## config.mk

```make
export PLATFORM = sky130hd
export DESIGN_NAME = hmm_scaled_forward_top
export DESIGN_NICKNAME = d
export VERILOG_FILES = /design/src/hsf_pkg.sv /design/src/hmm_scaled_forward_top.sv
export SDC_FILE = /design/constraint.sdc
export NUM_CORES = 2
export LEC_CHECK = 0
export ABC_AREA = 1
export ABC_CLOCK_PERIOD_IN_PS = 19540
export BUFFER_PORTS_ARGS = -buffer_cell sky130_fd_sc_hd__buf_2
export CAP_MARGIN = 10
export CORE_MARGIN = 2
export CORE_UTILIZATION = 40
export DETAILED_ROUTE_END_ITERATION = 6
export HOLD_SLACK_MARGIN = 0.12
export PLACE_DENSITY_LB_ADDON = 0.15
export SLEW_MARGIN = 20
export SYNTH_ARGS = -nofsm -noshare
export SYNTH_HDL_FRONTEND = slang
export SYNTH_SLANG_ARGS = --single-unit
export TNS_END_PERCENT = 50
```

## constraint.sdc

```tcl
create_clock -name aclk -period 19.54 [get_ports aclk]
set_clock_uncertainty 0.2 [all_clocks]
set_input_delay 1.954 -clock aclk [delete_from_list [all_inputs] [get_ports aclk]]
set_output_delay 1.954 -clock aclk [all_outputs]
set_load 0.005 [all_outputs]
```

## src/hsf_pkg.sv

```systemverilog
// Package for the scaled forward block: widths, defaults and the ln table.
// No dependencies.
package hsf_pkg;
    localparam int MAX_STATES_DEF = 8;
    localparam int FRAC_BITS_DEF  = 16;
    localparam int VAL_W          = 24;
    localparam int LOG_W          = 32;
    localparam int LN2_Q16        = 45426;

    typedef enum logic [1:0] {
        KIND_TRANS = 2'd0,
        KIND_INIT  = 2'd1,
        KIND_EMIT  = 2'd2,
        KIND_NONE  = 2'd3
    } kind_t;

    // ln(1 + i/16) in Q16.16
    function automatic logic [16:0] ln_tab(input logic [4:0] i);
        case (i)
            5'd0: ln_tab = 17'd0;
            5'd1: ln_tab = 17'd3973;
            5'd2: ln_tab = 17'd7719;
            5'd3: ln_tab = 17'd11262;
            5'd4: ln_tab = 17'd14624;
            5'd5: ln_tab = 17'd17821;
            5'd6: ln_tab = 17'd20870;
            5'd7: ln_tab = 17'd23783;
            5'd8: ln_tab = 17'd26573;
            5'd9: ln_tab = 17'd29248;
            5'd10: ln_tab = 17'd31818;
            5'd11: ln_tab = 17'd34292;
            5'd12: ln_tab = 17'd36675;
            5'd13: ln_tab = 17'd38975;
            5'd14: ln_tab = 17'd41196;
            5'd15: ln_tab = 17'd43345;
            5'd16: ln_tab = 17'd45426;
            default: ln_tab = 17'd0;
        endcase
    endfunction
endpackage

```

## src/hmm_scaled_forward_top.sv

```systemverilog
// Scaled HMM forward recursion, top level and only datapath module.
// Depends on hsf_pkg.
//
// Usage: load transitions (kind 0) and initial probabilities (kind 1), then
// stream emissions (kind 2) state by state. An emission at the first step of a
// sequence takes one multiplier pass; otherwise the one shared 32x32 multiplier
// first walks the N predecessor alphas (table read, product, then accumulate).
// The emission of the last used state also runs the step close: one restoring
// division per state (load, 32+FRAC_BITS quotient bits at one a cycle through
// a single subtractor, write back), a leading-one search and one multiplier
// pass for ln; a zero scale instead closes the step as impossible. s_ready is
// low while an item is in work; a finished result waits in the output register
// while the next items are taken, and a later result holds in the last stage
// until the register is free. Weights are stored with FRAC_BITS fraction bits;
// alphas are normalized so their sum is close to one.
module hmm_scaled_forward_top
    import hsf_pkg::*;
#(
    parameter int MAX_STATES = MAX_STATES_DEF,
    parameter int FRAC_BITS  = FRAC_BITS_DEF
) (
    input  logic                aclk,
    input  logic                aresetn,
    input  logic                cfg_valid,
    output logic                cfg_ready,
    input  logic [3:0]          cfg_data,
    input  logic                s_valid,
    output logic                s_ready,
    input  logic [1:0]          s_kind,
    input  logic [2:0]          s_to_state,
    input  logic [2:0]          s_from_state,
    input  logic [VAL_W-1:0]    s_value,
    input  logic                s_seq_start,
    input  logic                s_seq_end,
    output logic                m_valid,
    input  logic                m_ready,
    output logic signed [LOG_W-1:0] m_log_likelihood,
    output logic                m_status,
    output logic                m_seq_last
);
    localparam int SW   = $clog2(MAX_STATES);
    localparam int CW   = $clog2(MAX_STATES + 1);
    localparam int TW   = 2 * SW;
    localparam int PW   = FRAC_BITS;
    localparam int DW   = 32 + FRAC_BITS;
    localparam logic [PW-1:0] PMAX = {PW{1'b1}};

    typedef enum logic [3:0] {
        ST_IDLE, ST_RD, ST_MUL, ST_ACC, ST_EMUL, ST_STORE,
        ST_DIV_LD, ST_DIV, ST_DIV_WR, ST_LZ, ST_LNMUL, ST_LNFIN, ST_OUT
    } state_t;

    state_t state_reg;

    logic [PW-1:0]   trans_mem [MAX_STATES*MAX_STATES];
    logic [PW-1:0]   init_mem  [MAX_STATES];
    logic [PW-1:0]   aprev_reg [MAX_STATES];
    logic [31:0]     anew_reg  [MAX_STATES];
    logic [31:0]     scale_reg;
    logic signed [LOG_W-1:0] logacc_reg;
    logic            failed_reg;
    logic [3:0]      nstates_reg;

    logic [SW-1:0]   to_reg, idx_reg;
    logic [VAL_W-1:0] val_reg;
    logic            start_reg, end_reg;
    logic [PW-1:0]   trd_reg;
    logic [63:0]     prod_reg;
    logic [63:0]     acc_reg;
    logic [DW-1:0]   num_reg;
    logic [32:0]     rem_reg;
    logic [DW-1:0]   quo_reg;
    logic [6:0]      cnt_reg;
    logic [4:0]      k_reg;
    logic [31:0]     mant_reg;
    logic signed [LOG_W-1:0] ln_reg;
    logic            fail_res_reg;

    logic [CW-1:0] n_used;
    always_comb begin
        if (nstates_reg == 4'd0) n_used = CW'(1);
        else if (32'(nstates_reg) > MAX_STATES) n_used = CW'(MAX_STATES);
        else n_used = CW'(nstates_reg);
    end

    // shared multiplier operands
    logic [31:0] mul_a, mul_b;
    logic [63:0] mul_p;
    always_comb begin
        mul_a = 32'(trd_reg);
        mul_b = 32'(aprev_reg[idx_reg]);
        case (state_reg)
            ST_EMUL:  begin
                mul_a = start_reg ? 32'(init_mem[to_reg])
                                  : 32'(acc_reg >> FRAC_BITS);
                mul_b = 32'(val_reg);
            end
            ST_LNMUL: begin
                mul_a = 32'(ln_tab({1'b0, mant_reg[30:27]} + 5'd1)
                            - ln_tab({1'b0, mant_reg[30:27]}));
                mul_b = 32'(mant_reg[26:11]);
            end
            default: ;
        endcase
        mul_p = mul_a * mul_b;
    end

    logic [33:0] div_try;
    assign div_try = {1'b0, rem_reg[31:0], num_reg[DW-1]} - {2'b0, scale_reg};

    logic [63:0] emul_sh;
    assign emul_sh = prod_reg >> FRAC_BITS;

    logic signed [63:0] ln_full, acc_full;
    assign ln_full = 64'(signed'({1'b0, k_reg})) * 64'sd0
                     + (64'(signed'({1'b0, k_reg})) - 64'(FRAC_BITS)) * 64'(LN2_Q16)
                     + 64'(ln_tab({1'b0, mant_reg[30:27]}))
                     + 64'(prod_reg >> 16);
    assign acc_full = start_reg ? 64'(ln_reg) : 64'(logacc_reg) + 64'(ln_reg);

    logic [31:0] ln_sat, acc_sat;
    always_comb begin
        if (ln_full > 64'sd2147483647) ln_sat = 32'h7FFFFFFF;
        else if (ln_full < -64'sd2147483648) ln_sat = 32'h80000000;
        else ln_sat = ln_full[31:0];
        if (acc_full > 64'sd2147483647) acc_sat = 32'h7FFFFFFF;
        else if (acc_full < -64'sd2147483648) acc_sat = 32'h80000000;
        else acc_sat = acc_full[31:0];
    end

    assign s_ready   = (state_reg == ST_IDLE);
    assign cfg_ready = 1'b1;

    always_ff @(posedge aclk) begin
        if (!aresetn) begin
            state_reg   <= ST_IDLE;
            m_valid     <= 1'b0;
            failed_reg  <= 1'b0;
            scale_reg   <= '0;
            logacc_reg  <= '0;
            nstates_reg <= 4'd8;
            for (int i = 0; i < MAX_STATES; i++) begin
                aprev_reg[i] <= '0;
                anew_reg[i]  <= '0;
            end
        end else begin
            if (cfg_valid) nstates_reg <= cfg_data;
            if (m_valid && m_ready && state_reg != ST_OUT) m_valid <= 1'b0;
            case (state_reg)
                ST_IDLE: begin
                    if (s_valid && s_ready) begin
                        to_reg    <= SW'(s_to_state);
                        val_reg   <= s_value;
                        start_reg <= s_seq_start;
                        end_reg   <= s_seq_end;
                        idx_reg   <= '0;
                        acc_reg   <= '0;
                        case (kind_t'(s_kind))
                            KIND_TRANS: begin
                                if (32'(s_to_state) < MAX_STATES &&
                                    32'(s_from_state) < MAX_STATES)
                                    trans_mem[TW'(32'(s_to_state) * MAX_STATES
                                              + 32'(s_from_state))] <=
                                        (s_value > VAL_W'(PMAX)) ? PMAX : PW'(s_value);
                            end
                            KIND_INIT: begin
                                if (32'(s_to_state) < MAX_STATES)
                                    init_mem[SW'(s_to_state)] <=
                                        (s_value > VAL_W'(PMAX)) ? PMAX : PW'(s_value);
                            end
                            KIND_EMIT: begin
                                if (32'(s_to_state) < 32'(n_used) &&
                                    (!failed_reg || s_seq_start)) begin
                                    if (s_seq_start) failed_reg <= 1'b0;
                                    if (s_to_state == 3'd0) scale_reg <= '0;
                                    state_reg <= s_seq_start ? ST_EMUL : ST_RD;
                                end
                            end
                            default: ;
                        endcase
                    end
                end
                ST_RD: begin
                    trd_reg   <= trans_mem[TW'(32'(to_reg) * MAX_STATES + 32'(idx_reg))];
                    state_reg <= ST_MUL;
                end
                ST_MUL: begin
                    prod_reg  <= mul_p;
                    state_reg <= ST_ACC;
                end
                ST_ACC: begin
                    acc_reg <= acc_reg + prod_reg;
                    if (32'(idx_reg) == 32'(n_used) - 1) state_reg <= ST_EMUL;
                    else begin
                        idx_reg   <= idx_reg + 1'b1;
                        state_reg <= ST_RD;
                    end
                end
                ST_EMUL: begin
                    prod_reg  <= mul_p;
                    state_reg <= ST_STORE;
                end
                ST_STORE: begin
                    // saturate alpha, add to scale, then check step close
                    logic [31:0] a;
                    logic [32:0] s;
                    a = (emul_sh > 64'hFFFFFFFF) ? 32'hFFFFFFFF : emul_sh[31:0];
                    s = {1'b0, scale_reg} + 33'(a);
                    anew_reg[to_reg] <= a;
                    scale_reg <= s[32] ? 32'hFFFFFFFF : s[31:0];
                    if (32'(to_reg) != 32'(n_used) - 1) state_reg <= ST_IDLE;
                    else if (s == 33'd0) begin
                        failed_reg   <= 1'b1;
                        fail_res_reg <= 1'b1;
                        state_reg    <= ST_OUT;
                    end else begin
                        fail_res_reg <= 1'b0;
                        idx_reg      <= '0;
                        state_reg    <= ST_DIV_LD;
                    end
                end
                ST_DIV_LD: begin
                    num_reg   <= {anew_reg[idx_reg], {FRAC_BITS{1'b0}}};
                    rem_reg   <= '0;
                    quo_reg   <= '0;
                    cnt_reg   <= 7'(DW);
                    state_reg <= ST_DIV;
                end
                ST_DIV: begin
                    // one restoring quotient bit per cycle
                    if (!div_try[33]) begin
                        rem_reg <= div_try[32:0];
                        quo_reg <= {quo_reg[DW-2:0], 1'b1};
                    end else begin
                        rem_reg <= {rem_reg[31:0], num_reg[DW-1]};
                        quo_reg <= {quo_reg[DW-2:0], 1'b0};
                    end
                    num_reg <= num_reg << 1;
                    cnt_reg <= cnt_reg - 1'b1;
                    if (cnt_reg == 7'd1) state_reg <= ST_DIV_WR;
                end
                ST_DIV_WR: begin
                    aprev_reg[idx_reg] <= (quo_reg > DW'(PMAX)) ? PMAX : PW'(quo_reg);
                    if (32'(idx_reg) == 32'(n_used) - 1) begin
                        k_reg     <= 5'd31;
                        mant_reg  <= scale_reg;
                        state_reg <= ST_LZ;
                    end else begin
                        idx_reg   <= idx_reg + 1'b1;
                        state_reg <= ST_DIV_LD;
                    end
                end
                ST_LZ: begin
                    // normalize one bit per cycle
                    if (mant_reg[31] || k_reg == 5'd0) state_reg <= ST_LNMUL;
                    else begin
                        mant_reg <= mant_reg << 1;
                        k_reg    <= k_reg - 1'b1;
                    end
                end
                ST_LNMUL: begin
                    prod_reg  <= mul_p;
                    state_reg <= ST_LNFIN;
                end
                ST_LNFIN: begin
                    ln_reg    <= signed'(ln_sat);
                    state_reg <= ST_OUT;
                end
                ST_OUT: begin
                    // hold here until the output register is free
                    if (!m_valid || m_ready) begin
                        if (fail_res_reg) m_log_likelihood <= 32'sh80000000;
                        else begin
                            logacc_reg       <= signed'(acc_sat);
                            m_log_likelihood <= signed'(acc_sat);
                            scale_reg        <= '0;
                        end
                        m_status   <= fail_res_reg;
                        m_seq_last <= end_reg;
                        m_valid    <= 1'b1;
                        state_reg  <= ST_IDLE;
                    end
                end
                default: state_reg <= ST_IDLE;
            endcase
        end
    end
endmodule

```

Word-level counts from Yosys, hierarchy flattened --
Memories as Yosys holds them, arrays and structs flattened. A register that Yosys moved wholly into a read port is not among the register bits. Cells that the tools add are included. W data, S select, Z words.
Storage, ports and cells: memory bits (read-only) 1024, register bits after elaboration 473, memories kept 7, memory bits (writable) 1536, output and inout bits 37
Cells by class: equal/unequal tests 33, reductions and logical operators 39, multiplexer cells 92, $mul 2, magnitude comparators 9, $add $sub $neg 15, bitwise gates (word level) 2
Memories:
- trans_mem | words 64, bits a word 16, read ports 1, clocked after memory_dff 1, write ports 1, line hmm_scaled_forward_top.sv:55 | logic [PW-1:0] trans_mem [MAX_STATES*MAX_STATES];
- (name not given) | words 32, bits a word 16, read ports 1, clocked after memory_dff 0, write ports 0, line hsf_pkg.sv:19 | case (i)
- (name not given) | words 16, bits a word 16, read ports 1, clocked after memory_dff 1, write ports 0, line hsf_pkg.sv:19
- (name not given) | words 16, bits a word 16, read ports 1, clocked after memory_dff 1, write ports 0, line hsf_pkg.sv:19
- anew_reg | words 8, bits a word 32, read ports 1, clocked after memory_dff 1, write ports 8, line hmm_scaled_forward_top.sv:58 | logic [31:0] anew_reg [MAX_STATES];
- aprev_reg | words 8, bits a word 16, read ports 1, clocked after memory_dff 1, write ports 8, line hmm_scaled_forward_top.sv:57 | logic [PW-1:0] aprev_reg [MAX_STATES];
- 1 more memories
Operators with widths (number):
- $mux W32 | 16
- $pmux W32 S2 | 3
- $pmux W48 S2 | 2
- $gt A64 B32 Y1 const B | 2
- $lt A64 B32 Y1 const B | 2
- $mux W64 | 2
- $pmux W64 S2 | 1
- $pmux W32 S3 | 1
- $add A32 B32 Y33 | 2
- $add A64 B17 Y64 | 1
- $add A64 B48 Y64 | 1
- $add A64 B64 Y64 | 1
- $mul A32 B32 Y64 | 1
- $mul A64 B15 Y63 const B | 1
- $mux W4 | 13
- $pmux W4 S13 | 1
- $gt A48 B16 Y1 const B | 1
- $gt A48 B32 Y1 const B | 1
- $mux W16 | 3
- $pmux W24 S2 | 1
- $mux W17 | 2
- $sub A33 B32 Y34 | 1
- $logic_not A33 Y1 | 1
- $mux W3 | 11
- other kinds (48) | 121

Longest topological paths before layout --
depth after elaboration 9, depth in mapped cells 52, depth with buffers taken out 52

Worst setup path after synthesis --
Ideal clock, no wire load.
path kind input to register, from input aresetn, to register cnt_reg[0], enable pin, arrival time 10531 ps, data required time 18597 ps, path slack 8067 ps, path buffers 2, stages 4, path through inv_1 > clkbuf_1 > buf_1 > nor3_1
Between the ends: word-level cells in the longest chain between the ends 1
RTL lines:
- from (decl) | line hmm_scaled_forward_top.sv:23 | input logic aresetn,
- $reduce_and A2 Y1 (no source line)
- to (signal assigned) | line hmm_scaled_forward_top.sv:226 | cnt_reg <= 7'(DW);
- to (signal assigned) | line hmm_scaled_forward_top.sv:239 | cnt_reg <= cnt_reg - 1'b1;
- to (decl) | line hmm_scaled_forward_top.sv:73 | logic [6:0] cnt_reg;
No other way between the ends. A chain may end at the register's enable or synchronous reset.

Worst setup path after layout --
from register mant_reg[28], to register prod_reg[51], data pin
Between the ends: word-level cells in the longest chain between the ends 6
RTL lines:
- from (decl) | line hmm_scaled_forward_top.sv:75 | logic [31:0] mant_reg;
- from (signal assigned) | line hmm_scaled_forward_top.sv:246 | mant_reg <= scale_reg;
- from (signal assigned) | line hmm_scaled_forward_top.sv:257 | mant_reg <= mant_reg << 1;
- $add A4 B1 Y5 | line hmm_scaled_forward_top.sv:99 | mul_a = 32'(ln_tab({1'b0, mant_reg[30:27]} + 5'd1)
- $mem_v2 Z32 W16
- $mux W17 | line hmm_scaled_forward_top.sv:92 | case (state_reg)
- $sub A17 B17 Y18 | line hmm_scaled_forward_top.sv:100 | - ln_tab({1'b0, mant_reg[30:27]}));
- $pmux W32 S2 | line hmm_scaled_forward_top.sv:92
- $mul A32 B32 Y64 | line hmm_scaled_forward_top.sv:105 | mul_p = mul_a * mul_b;
- via mul_p[51] | line hmm_scaled_forward_top.sv:88 | logic [63:0] mul_p;
- to (signal assigned) | line hmm_scaled_forward_top.sv:188 | prod_reg <= mul_p;
- to (signal assigned) | line hmm_scaled_forward_top.sv:200 | prod_reg <= mul_p;
- to (signal assigned) | line hmm_scaled_forward_top.sv:262 | prod_reg <= mul_p;
- to (decl) | line hmm_scaled_forward_top.sv:68 | logic [63:0] prod_reg;
The timed path passes the listed nets, and every way through them passes these cells. The select of a mux whose other input is x is not followed.

==> impl_metrics.tcl <==
set metrics [dict create \
    run_status "completed" \
    final_max_slew_viol_count 0 \
    ys_seq_area_frac 0.489 \
    postCtsSetupRepairBufs 0 \
    place_ws_ns 7.17 \
    largest_register_ffs 1024 \
    fmax_mhz 80.0 \
    routabilityCongestion 0.943 \
    initial_utilization 0.401 \
    yosysTopAreaCellShare 0.473 \
    grt_use_total 0.264 \
    rsz0062_at_grt "false" \
    leakagePower_nw 59.7 \
    syn_nets 13500 \
    cpMaxStageDelayCell "nand2_1" \
    cts_tree "done" \
    r2r.worst_path.cells 41 \
    cts-buffers-inserted 222 \
    ant_nets 0 \
    avgSynthCellArea_um2 9.92 \
    max-slew-margin-rel 0.225 \
    yosysMostFrequentCell "nand2_1" \
    hold_viol_final 0 \
    syn_area_um2 121000 \
    hold_class "register to register" \
    root_buffer "clkbuf_16" \
    regToRegStartpoint "mant_reg[28]" \
    cts.repair.resized 0 \
    synth-edff-count 1914 \
    period_needed_ns 12.51 \
    dieWidth_um 555 \
    finalSetupTns_ns 0 \
    cts.htree.levels 4 \
    setup_viol 0 \
    r2r-end "prod_reg[51]" \
    rows 202 \
    path_buf_inv 11 \
    synth-main-ff-cell "edfxtp_1" \
    numPortBuffers 78 \
    routedWlPerCell_um 25.1 \
    layout-drive-gt1-share 0.0676 \
    grt_pass1_vias 90900 \
    cp-start-kind "register" \
    post-synth-top-area-cell "edfxtp_1" \
    synth_area_leaders "edfxtp_1, fa_1, nand2_1" \
    crit_family "adder cells" \
    drt_iter0_drc 8948 \
    cp_max_fo 131 \
    clk-insertion-delay-late_ns 0.96 \
    async_flop_share 0 \
    grt_overflow 0 \
    drt-total-wl_um 412000 \
    avgViaCountPerCell 5.49 \
    finalCritPeriodShare 0.640 \
    worstHoldPathCells 0 \
    tightest_slew_ns 1.16 \
    hpwlAfterDp_um 284000 \
    critPathKind "register to register" \
    path_clk_slew_ns 0.06 \
    yosys_register_bits 2010 \
    die_h_um 555 \
    clkSinkCount 2010 \
    fin_ws_ns 7.03 \
    grt_start_max_net_pins 132 \
    drcViolationCount 0 \
    powerDensity_nw_per_um2 150 \
    r2r_slack_ns 7.03 \
    cts_buffer_depth 4 \
    nNetsFinal 13600 \
    synth_cells 12200 \
    critPathMaxStageDelay_ns 0.68 \
    die_area_um2 308000 \
    drtPass1Iterations 5 \
    grt_first_pass_wirelength_um 605000 \
    arrival_ns 12.89 \
    required_ns 19.92 \
    ys_types 74 \
    hold_end "m_seq_last" \
    synth_common_cells "nand2_1, edfxtp_1, inv_1" \
    grt_antenna_before_repair 16 \
    max-cap-violations 0 \
    num_vias 90300 \
    hold_buffers 0 \
    core_um2 303000 \
    yosysWarnings 0 \
    io_pins 80 \
    peakVddDrop_mv 0.485 \
    worstHoldStart "end_reg" \
    crit_path_end_kind "register" \
    area_growth_pct 10.3 \
    crit_top_cell "inv_1" \
]
[layout make-up]
class	count	area [um^2]
Clock inverter	118	1230
Sequential cell	2010	59400
Tap cell	3978	4980
Timing Repair Buffer	318	2240
Multi-Input combinational cell	7782	52900
Clock buffer	284	5870
Antenna cell	10	25.0
Fill cell	28800	169000
Inverter	1945	7310
[worst reg2reg max path, delay by kind of cell, from the launching register on]
kind / cells / cell delay (ns)
AND/OR/NAND/NOR: 14 / 3.57
AO/OA/AOI/OAI: 6 / 2.02
buffers and inverters: 11 / 1.87
flip-flops: 1 / 0.53
adder cells (fa/ha/maj): 9 / 3.95
XOR/XNOR: 1 / 0.12
[report_power, final]
group	switching (W)	internal [W]	leakage (nW)	total (W)
clock	0.00177	0.00237	3.46	0.00415
combinational	0.00715	0.00357	34.5	0.0107
sequential	0.0000893	0.00516	21.7	0.00525
total	0.00902	0.0111	59.7	0.0201
[per-stage QoR]
| step | power, W | instance area [um^2] | instances | util | hold slack, ns |
|---|---|---|---|---|---|
| after floorplan | 0.0124 | 121000 | 12200 | - | 0.200 |
| after global placement | 0.0161 | 127000 | 16000 | 0.419 | 0.207 |
| after detailed placement | 0.0160 | 127000 | 16000 | 0.419 | 0.226 |
| after CTS | 0.0202 | 134000 | 16400 | 0.443 | 0.237 |
| after global routing | 0.0216 | 134000 | 16400 | 0.443 | 0.247 |
| final | 0.0201 | 134000 | 16400 | 0.443 | 0.234 |
[how the worst max path moves through the flow]
| stage | cells past startpoint | endpoint | from |
|---|---|---|---|
| 2_1_floorplan | 4 | cnt_reg[0] | aresetn |
| 3_5_place_dp | 41 | prod_reg[51] | mant_reg[28] |
| 6_report | 41 | prod_reg[51] | mant_reg[28] |
| 5_1_grt | 42 | prod_reg[51] | mant_reg[28] |
| 4_1_cts | 41 | prod_reg[51] | mant_reg[28] |
| 3_3_place_gp | 41 | prod_reg[57] | mant_reg[28] |
[cell usage in the layout (no fill, tap or decap), types with 236 or more instances in the layout]
master / Yosys / routed
ha_1: 527 / 527
buf_4: 6 / 236
a21oi_1: 712 / 711
fa_1: 704 / 704
o21ai_0: 575 / 574
edfxtp_1: 1914 / 1914
nand3_1: 317 / 315
nor2_1: 1052 / 1045
inv_1: 1902 / 1890
nand2_1: 2519 / 2492
[routing by layer]
metal  track usage  up-vias  part of all wire  wire (um)
li1              -    41100                 -          -
met3        0.0419      640             0.072      29700
met1         0.361    45200              0.43     177000
met4        0.0859        6             0.035      14500
met2         0.429     3308              0.46     191000
met5       0.00266        -           0.00030        122
[cells by family (layout without fill, tap and decap cells)]
group	Yosys count	after routing	synth area share
AOI/OAI and AO/OA	2041	2041	0.103
muxes	16	16	0.00133
and+or+nand+nor	4328	4328	0.146
adders and majority gates	1231	1231	0.170
xor gates and xnor gates	165	165	0.0119
DFF	2010	2010	0.489
buffers and inverters	2449	2665	0.0778
other	1	11	0.0000309
Note: power is estimated with default switching activity, not from simulation.
